## config.mk

```make
export PLATFORM = sky130hd
export DESIGN_NAME = lbpa_ctrl
export DESIGN_NICKNAME = d
export VERILOG_FILES = /design/src/design/lbpa_pkg.sv /design/src/design/lbpa_ctrl.sv
export SDC_FILE = /design/constraint.sdc
export NUM_CORES = 1
export LEC_CHECK = 0
export ABC_AREA = 1
export BUFFER_PORTS_ARGS = -buffer_cell sky130_fd_sc_hd__buf_2
export CAP_MARGIN = 20
export CORE_AREA = 5 5 42 44
export DETAILED_ROUTE_END_ITERATION = 8
export DIE_AREA = 0 0 47 49
export PLACE_DENSITY_LB_ADDON = 0.12
export SYNTH_ARGS = -nofsm -noshare
export SYNTH_HDL_FRONTEND = slang
export SYNTH_SLANG_ARGS = --single-unit
export TNS_END_PERCENT = 30
```

## constraint.sdc

```tcl
create_clock -name clk -period 1 [get_ports clk]
set_clock_uncertainty 0.2 [all_clocks]
set_input_delay 0.15 -clock clk [delete_from_list [all_inputs] [get_ports clk]]
set_output_delay 0.15 -clock clk [all_outputs]
set_load 0.05 [all_outputs]
```

## src/design/lbpa_pkg.sv

```systemverilog
`timescale 1ns / 1ps

package lbpa_pkg;

  // Pool geometry
  localparam int NUM_OBJECTS  = 256;
  localparam int HEADER_BYTES = 24;
  localparam int MAX_SEGS     = 64;

  // Field widths
  localparam int OBJ_W   = 8;
  localparam int COUNT_W = 16;
  localparam int POS_W   = 16;
  localparam int LEN_W   = 15;
  localparam int OFF_W   = 17;
  localparam int CUR_W   = 18;
  localparam int BSZ_W   = 15;
  localparam int MASK_W  = 14;
  localparam int SHIFT_W = 4;
  localparam int REF_W   = 8;
  localparam int CFG_IDX_W  = 1;
  localparam int CFG_DATA_W = 17;

  // Derived widths
  localparam int IDX_W  = $clog2(NUM_OBJECTS);
  localparam int FREE_W = $clog2(NUM_OBJECTS + 1);
  localparam int SEG_W  = $clog2(MAX_SEGS);

  // Register limits and reset values
  localparam logic [SHIFT_W-1:0] SHIFT_MIN   = 4'd10;
  localparam logic [SHIFT_W-1:0] SHIFT_MAX   = 4'd14;
  localparam logic [SHIFT_W-1:0] SHIFT_RESET = 4'd12;
  localparam logic [OFF_W-1:0]   LIMIT_CAP   = 17'd65536;
  localparam logic [OFF_W-1:0]   LIMIT_RESET = 17'd65472;
  localparam logic [REF_W-1:0]   REF_MAX     = 8'd255;

  // Configuration register indexes
  localparam logic [CFG_IDX_W-1:0] CFG_BLOCK_SHIFT = 1'b0;
  localparam logic [CFG_IDX_W-1:0] CFG_DATA_LIMIT  = 1'b1;

  typedef enum logic [2:0] {
    ACT_ALLOC   = 3'd0,
    ACT_HOLD    = 3'd1,
    ACT_RELEASE = 3'd2,
    ACT_APPEND  = 3'd3,
    ACT_REWIND  = 3'd4
  } action_t;

  typedef enum logic [2:0] {
    ST_OK         = 3'd0,
    ST_POOL_EMPTY = 3'd1,
    ST_NO_SPACE   = 3'd2,
    ST_NOT_HELD   = 3'd3,
    ST_SATURATED  = 3'd4
  } status_t;

  typedef enum logic [1:0] {
    S_IDLE,
    S_EVAL,
    S_CHECK,
    S_EMIT
  } state_t;

  typedef struct packed {
    logic [2:0]         action;
    logic [OBJ_W-1:0]   object;
    logic [COUNT_W-1:0] count;
    logic               mark_empty;
  } item_t;

  typedef struct packed {
    status_t            status;
    logic [OBJ_W-1:0]   object_res;
    logic [POS_W-1:0]   copy_offset;
    logic [LEN_W-1:0]   copy_length;
    logic [POS_W-1:0]   header_offset;
    logic [LEN_W-1:0]   header_fill;
    logic [OFF_W-1:0]   new_offset;
    logic [OFF_W-1:0]   consumed;
    logic               last;
  } result_t;

  typedef struct packed {
    logic [SHIFT_W-1:0] block_shift;
    logic [OFF_W-1:0]   data_limit;
  } cfg_t;

  typedef struct packed {
    logic load;
    logic eval;
    logic check;
    logic emit;
  } dp_cmd_t;

  typedef struct packed {
    logic go_check;
    logic rem_zero;
    logic fits;
    logic seg_last;
  } dp_status_t;

endpackage

```

## src/design/lbpa_ctrl.sv

```systemverilog
`timescale 1ns / 1ps

module lbpa_ctrl import lbpa_pkg::*; (
  input  logic       clk,
  input  logic       rst,
  input  logic       start,
  input  logic [2:0] action,
  input  dp_status_t st,
  output dp_cmd_t    cmd,
  output logic       busy
);

  state_t state, state_next;

  // State register
  always_ff @(posedge clk) begin
    if (rst) begin
      state <= S_IDLE;
    end else begin
      state <= state_next;
    end
  end

  // Next state and datapath commands
  always_comb begin
    state_next = state;
    cmd        = '0;
    busy       = 1'b1;
    case (state)
      S_IDLE: begin
        busy = 1'b0;
        // drop undefined action codes without a result
        if (start && (action inside {ACT_ALLOC, ACT_HOLD, ACT_RELEASE, ACT_APPEND,
                                     ACT_REWIND})) begin
          cmd.load   = 1'b1;
          state_next = S_EVAL;
        end
      end
      S_EVAL: begin
        cmd.eval = 1'b1;
        state_next = st.go_check ? S_CHECK : S_IDLE;
      end
      S_CHECK: begin
        cmd.check = 1'b1;
        if (st.rem_zero) begin
          state_next = st.fits ? S_EMIT : S_IDLE;
        end
      end
      S_EMIT: begin
        cmd.emit = 1'b1;
        if (st.seg_last) begin
          state_next = S_IDLE;
        end
      end
      default: begin
        state_next = S_IDLE;
      end
    endcase
  end

endmodule

```

== Yosys cells after proc, flatten, opt, wreduce, memory -nomap -nowiden ==
Cells that the tools add are included.
Operators by class
  reduce and logical (&&, ||, !) cells: 5
  mux-type cells: 12
  equal/unequal tests: 10
Operators with widths (count)
  2-to-1 mux 2 bit: 5
  case mux 2 bit (4 select lines): 1
  equality test 3 x 2 -> 1 bit, second input constant: 2
  2-to-1 mux 1 bit: 6
  != test 2 bit, second input constant: 3
  nonzero test 5 bit: 1
  equality test 2 bit, second input constant: 2
  equality test 3 x 1 -> 1 bit, second input constant: 1
  equality test 3 bit, second input constant: 1
  zero test 3 bit: 1
  AND reduction 3 bit: 1
  equality test 2 x 1 -> 1 bit, second input constant: 1
  zero test 2 bit: 1
  logical AND 1 bit: 1
Word-level totals
  flip-flop bits (word level): 2
  input port bits: 10
  output and inout port bits: 5
  logic and storage cells: 28

== Longest topological paths before layout ==
  depth after elaboration: 5
  gate-level depth with buffers: 7
  gate-level depth less buffers: 7

== Worst setup path after synthesis ==
No wires, ideal clock.
  kind: register -> output
  start: reg state[1]
  end: out cmd[3] (netlist name)
  required time: 0.650 ns
  path slack: -0.697 ns
  cell stages (with the launch flop): 4
  data arrival time: 1.347 ns
  cell sequence: dfxtp_1 nor2_2 inv_2 nor2_1
RTL lines
  start: declaration: line lbpa_ctrl.sv:13  | state_t state, state_next;
  start signal: assignment: line lbpa_ctrl.sv:20  | state <= state_next;
  end: declaration: line lbpa_ctrl.sv:9  | output dp_cmd_t cmd,

==> impl_metrics.tcl <==
set metrics [dict create \
    run_status "finished with violations" \
    violated_checks "negative hold slack, negative setup slack" \
    filler_cell_count 163 \
    final-hold-violation-count 1 \
    antenna_found_initial 0 \
    seq_area_frac_synth 0.237 \
    worst-path-max-fanout 5 \
    num-nets-final 65 \
    port_buffer_count 14 \
    core_region_area_sq_mm 0.00140 \
    reg.largest.list "state: 2 flops" \
    drt_drc_violations_left 0 \
    die_width_microns 47 \
    final_antenna_net_count 0 \
    clock_root_buffer "sky130_fd_sc_hd__clkbuf_4" \
    period_needed_ns 1.36 \
    route.vias.total 253 \
    largest-register "state" \
    critical_path.cell_chain "nor2_4, inv_4, nor2_4, buf_6" \
    grt_first_pass_wirelength_microns 952 \
    post-route-worst-setup-slack_ns -0.355 \
    fmax_mhz 738 \
    global_route_overflow 0 \
    layout-area-overhead-vs-synth_pct 148 \
    syn_inst 30 \
    min_path_type "in -> reg" \
    route.final.wire_length_microns 564 \
    finalWeightedCongestion 0.650 \
    final_core_util 0.299 \
    number_of_distinct_library_cells_after_synthesis 12 \
    drv.max_cap_violation_count 0 \
    setup.worst_path.end_class "output port" \
    peak_ir_drop_on_the_vdd_network_mv 0.516 \
    chipHeight_microns 49 \
    initial_core_util 0.121 \
    synth-seq-cells 2 \
    cts_buffer_count 3 \
    grtUsageTotal 0.0590 \
    finalSetupViolCount 7 \
    ctsHtreeMaxLevel 1 \
    final_max_slew_viol_count 0 \
    syn-mean-instance-area_sq_um 5.63 \
    setup.worst_path.class "reg -> out" \
    timing.max_slew.rel_slack 0.906 \
    worst_setup_hold_path_clk_slew_ns 0.04 \
    share_of_cells_above_drive_strength_1 0.648 \
    max_slew.worst_pin.slew_ns 0.140 \
    first_global_vias 257 \
    routedWlPerCell_microns 8.06 \
    std_cell_rows 14 \
    syn_area_sq_um 169 \
    place_worst_setup_slack_ns -0.248 \
    max_reg_flops 2 \
    cts_max_path_buffers 2 \
    placement.cell_area_sq_um 334 \
    die-area_sq_mm 0.00230 \
    setup_repair_after_global_routing_missed_its_margin "true" \
    post-dp-hpwl_microns 470 \
    clock_tree_from_tritoncts "yes" \
    post-route-cell-area_sq_um 419 \
    post_drt_via_cell_ratio 3.61 \
    insertedDiodeCount 0 \
    power-per-cell-area_mw_per_mm2 2260 \
    yosys_warnings 0 \
    io_pins 15 \
    fin_crit_share 1.36 \
    synthesis.nets 40 \
    worst-endpoint-required_ns 0.65 \
    total_leakage_power_nw 0.223 \
    path_common_cell "sky130_fd_sc_hd__nor2_4" \
    detail_route.first_pass.iterations 1 \
    detailedRoute.firstIterationViolations 0 \
    tritoncts_num_sinks 2 \
    clk_latency_ns 0.23 \
    cp_slowest_stage_delay_ns 0.36 \
    hold_ws_ns -0.0409 \
    grt_max_degree 8 \
    start_kind "register" \
    worst_path_max_delay_cell "sky130_fd_sc_hd__dfxtp_4" \
    critPathArrivalTime_ns 1.01 \
]
[final timing paths]
| path | start | endpoint | slack, ns | depth (start not counted) |
|---|---|---|---|---|
| hold / removal | rst | state[1]$_SDFFE_PP0P_ | -0.04 | 4 |
| setup / recovery | state[0]$_SDFFE_PP0P_ | cmd[3] | -0.36 | 4 |
| setup reg to reg | state[1]$_SDFFE_PP0P_ | state[0]$_SDFFE_PP0P_ | -0.17 | 6 |
| hold reg to reg | state[1]$_SDFFE_PP0P_ | state[0]$_SDFFE_PP0P_ | 0.52 | 4 |
[cells in the mapped netlist]
master / instances / area share
sky130_fd_sc_hd__nand3b_1: 1 / 0.044
sky130_fd_sc_hd__nor2_2: 1 / 0.037
sky130_fd_sc_hd__o21bai_1: 1 / 0.044
sky130_fd_sc_hd__inv_2: 2 / 0.044
sky130_fd_sc_hd__nor2_1: 4 / 0.089
sky130_fd_sc_hd__nand2_1: 8 / 0.18
sky130_fd_sc_hd__a21oi_1: 1 / 0.030
sky130_fd_sc_hd__nand3b_2: 1 / 0.067
sky130_fd_sc_hd__inv_1: 5 / 0.11
sky130_fd_sc_hd__nand3_1: 3 / 0.089
sky130_fd_sc_hd__o21ai_0: 1 / 0.030
sky130_fd_sc_hd__dfxtp_1: 2 / 0.24
[critical path: cells and delay by family (launching register included)]
kind                   cells  cell delay [ns]
DFF                        1             0.36
buffers and inverters      2             0.21
and+or+nand+nor            2             0.21
[cells in the final DEF, fill, tap and decap left out, drive strengths merged]
master   n
a21oi    1
buf     20
clkbuf   4
dfxtp    2
inv      7
nand2    8
nand3    3
nand3b   2
nor2     5
o21ai    1
o21bai   1
[area by class of cell]
| type | instances | area, sq um | area share |
|---|---|---|---|
| Timing Repair Buffer | 20 | 154 | 0.367 |
| Multi-Input combinational cell | 21 | 138 | 0.328 |
| Sequential cell | 2 | 47.5 | 0.113 |
| Inverter | 7 | 33.8 | 0.0806 |
| Clock buffer | 4 | 26.3 | 0.0627 |
| Tap cell | 16 | 20.0 | 0.0478 |
[per-layer routing]
layer | vias up | track usage | share of wire
li1 | 141 | - | -
met5 | - | 0 | 0
met4 | 0 | 0.0553 | 0
met3 | 0 | 0.0221 | 0.064
met1 | 105 | 0.0611 | 0.40
met2 | 7 | 0.0860 | 0.53
[cell families (layout without fill, tap and decap cells)]
kind of cell,Yosys count,count (layout),synth area share
buf+inv,7,31,0.156
simple gates,18,18,0.504
flops,2,2,0.237
compound gates,3,3,0.104
[per-stage QoR]
step | power (mW) | cells | TNS [ns]
6_report | 0.946 | 70 | -1.76
5_1_grt | 1.01 | 70 | -2.06
4_1_cts | 0.923 | 69 | -1.85
3_5_place_dp | 0.641 | 65 | -1.18
3_3_place_gp | 0.647 | 65 | -1.15
2_1_floorplan | 0.491 | 30 | -0.761
[power by group]
part | internal, mW | switching [mW]
registers | 0.109 | 0.0496
logic | 0.258 | 0.330
clock network | 0.148 | 0.0511
total | 0.516 | 0.430
[timing repair]
item / CTS / global route
pin swaps: 1 / 1
endpoints found under the setup margin: 7 / 7
hold endpoints to repair: 2 / 1
gates cloned: 0 / 0
setup buffers: 0 / 1
resized for setup: 13 / 3
No activity file was read; power rests on OpenSTA's default activity.
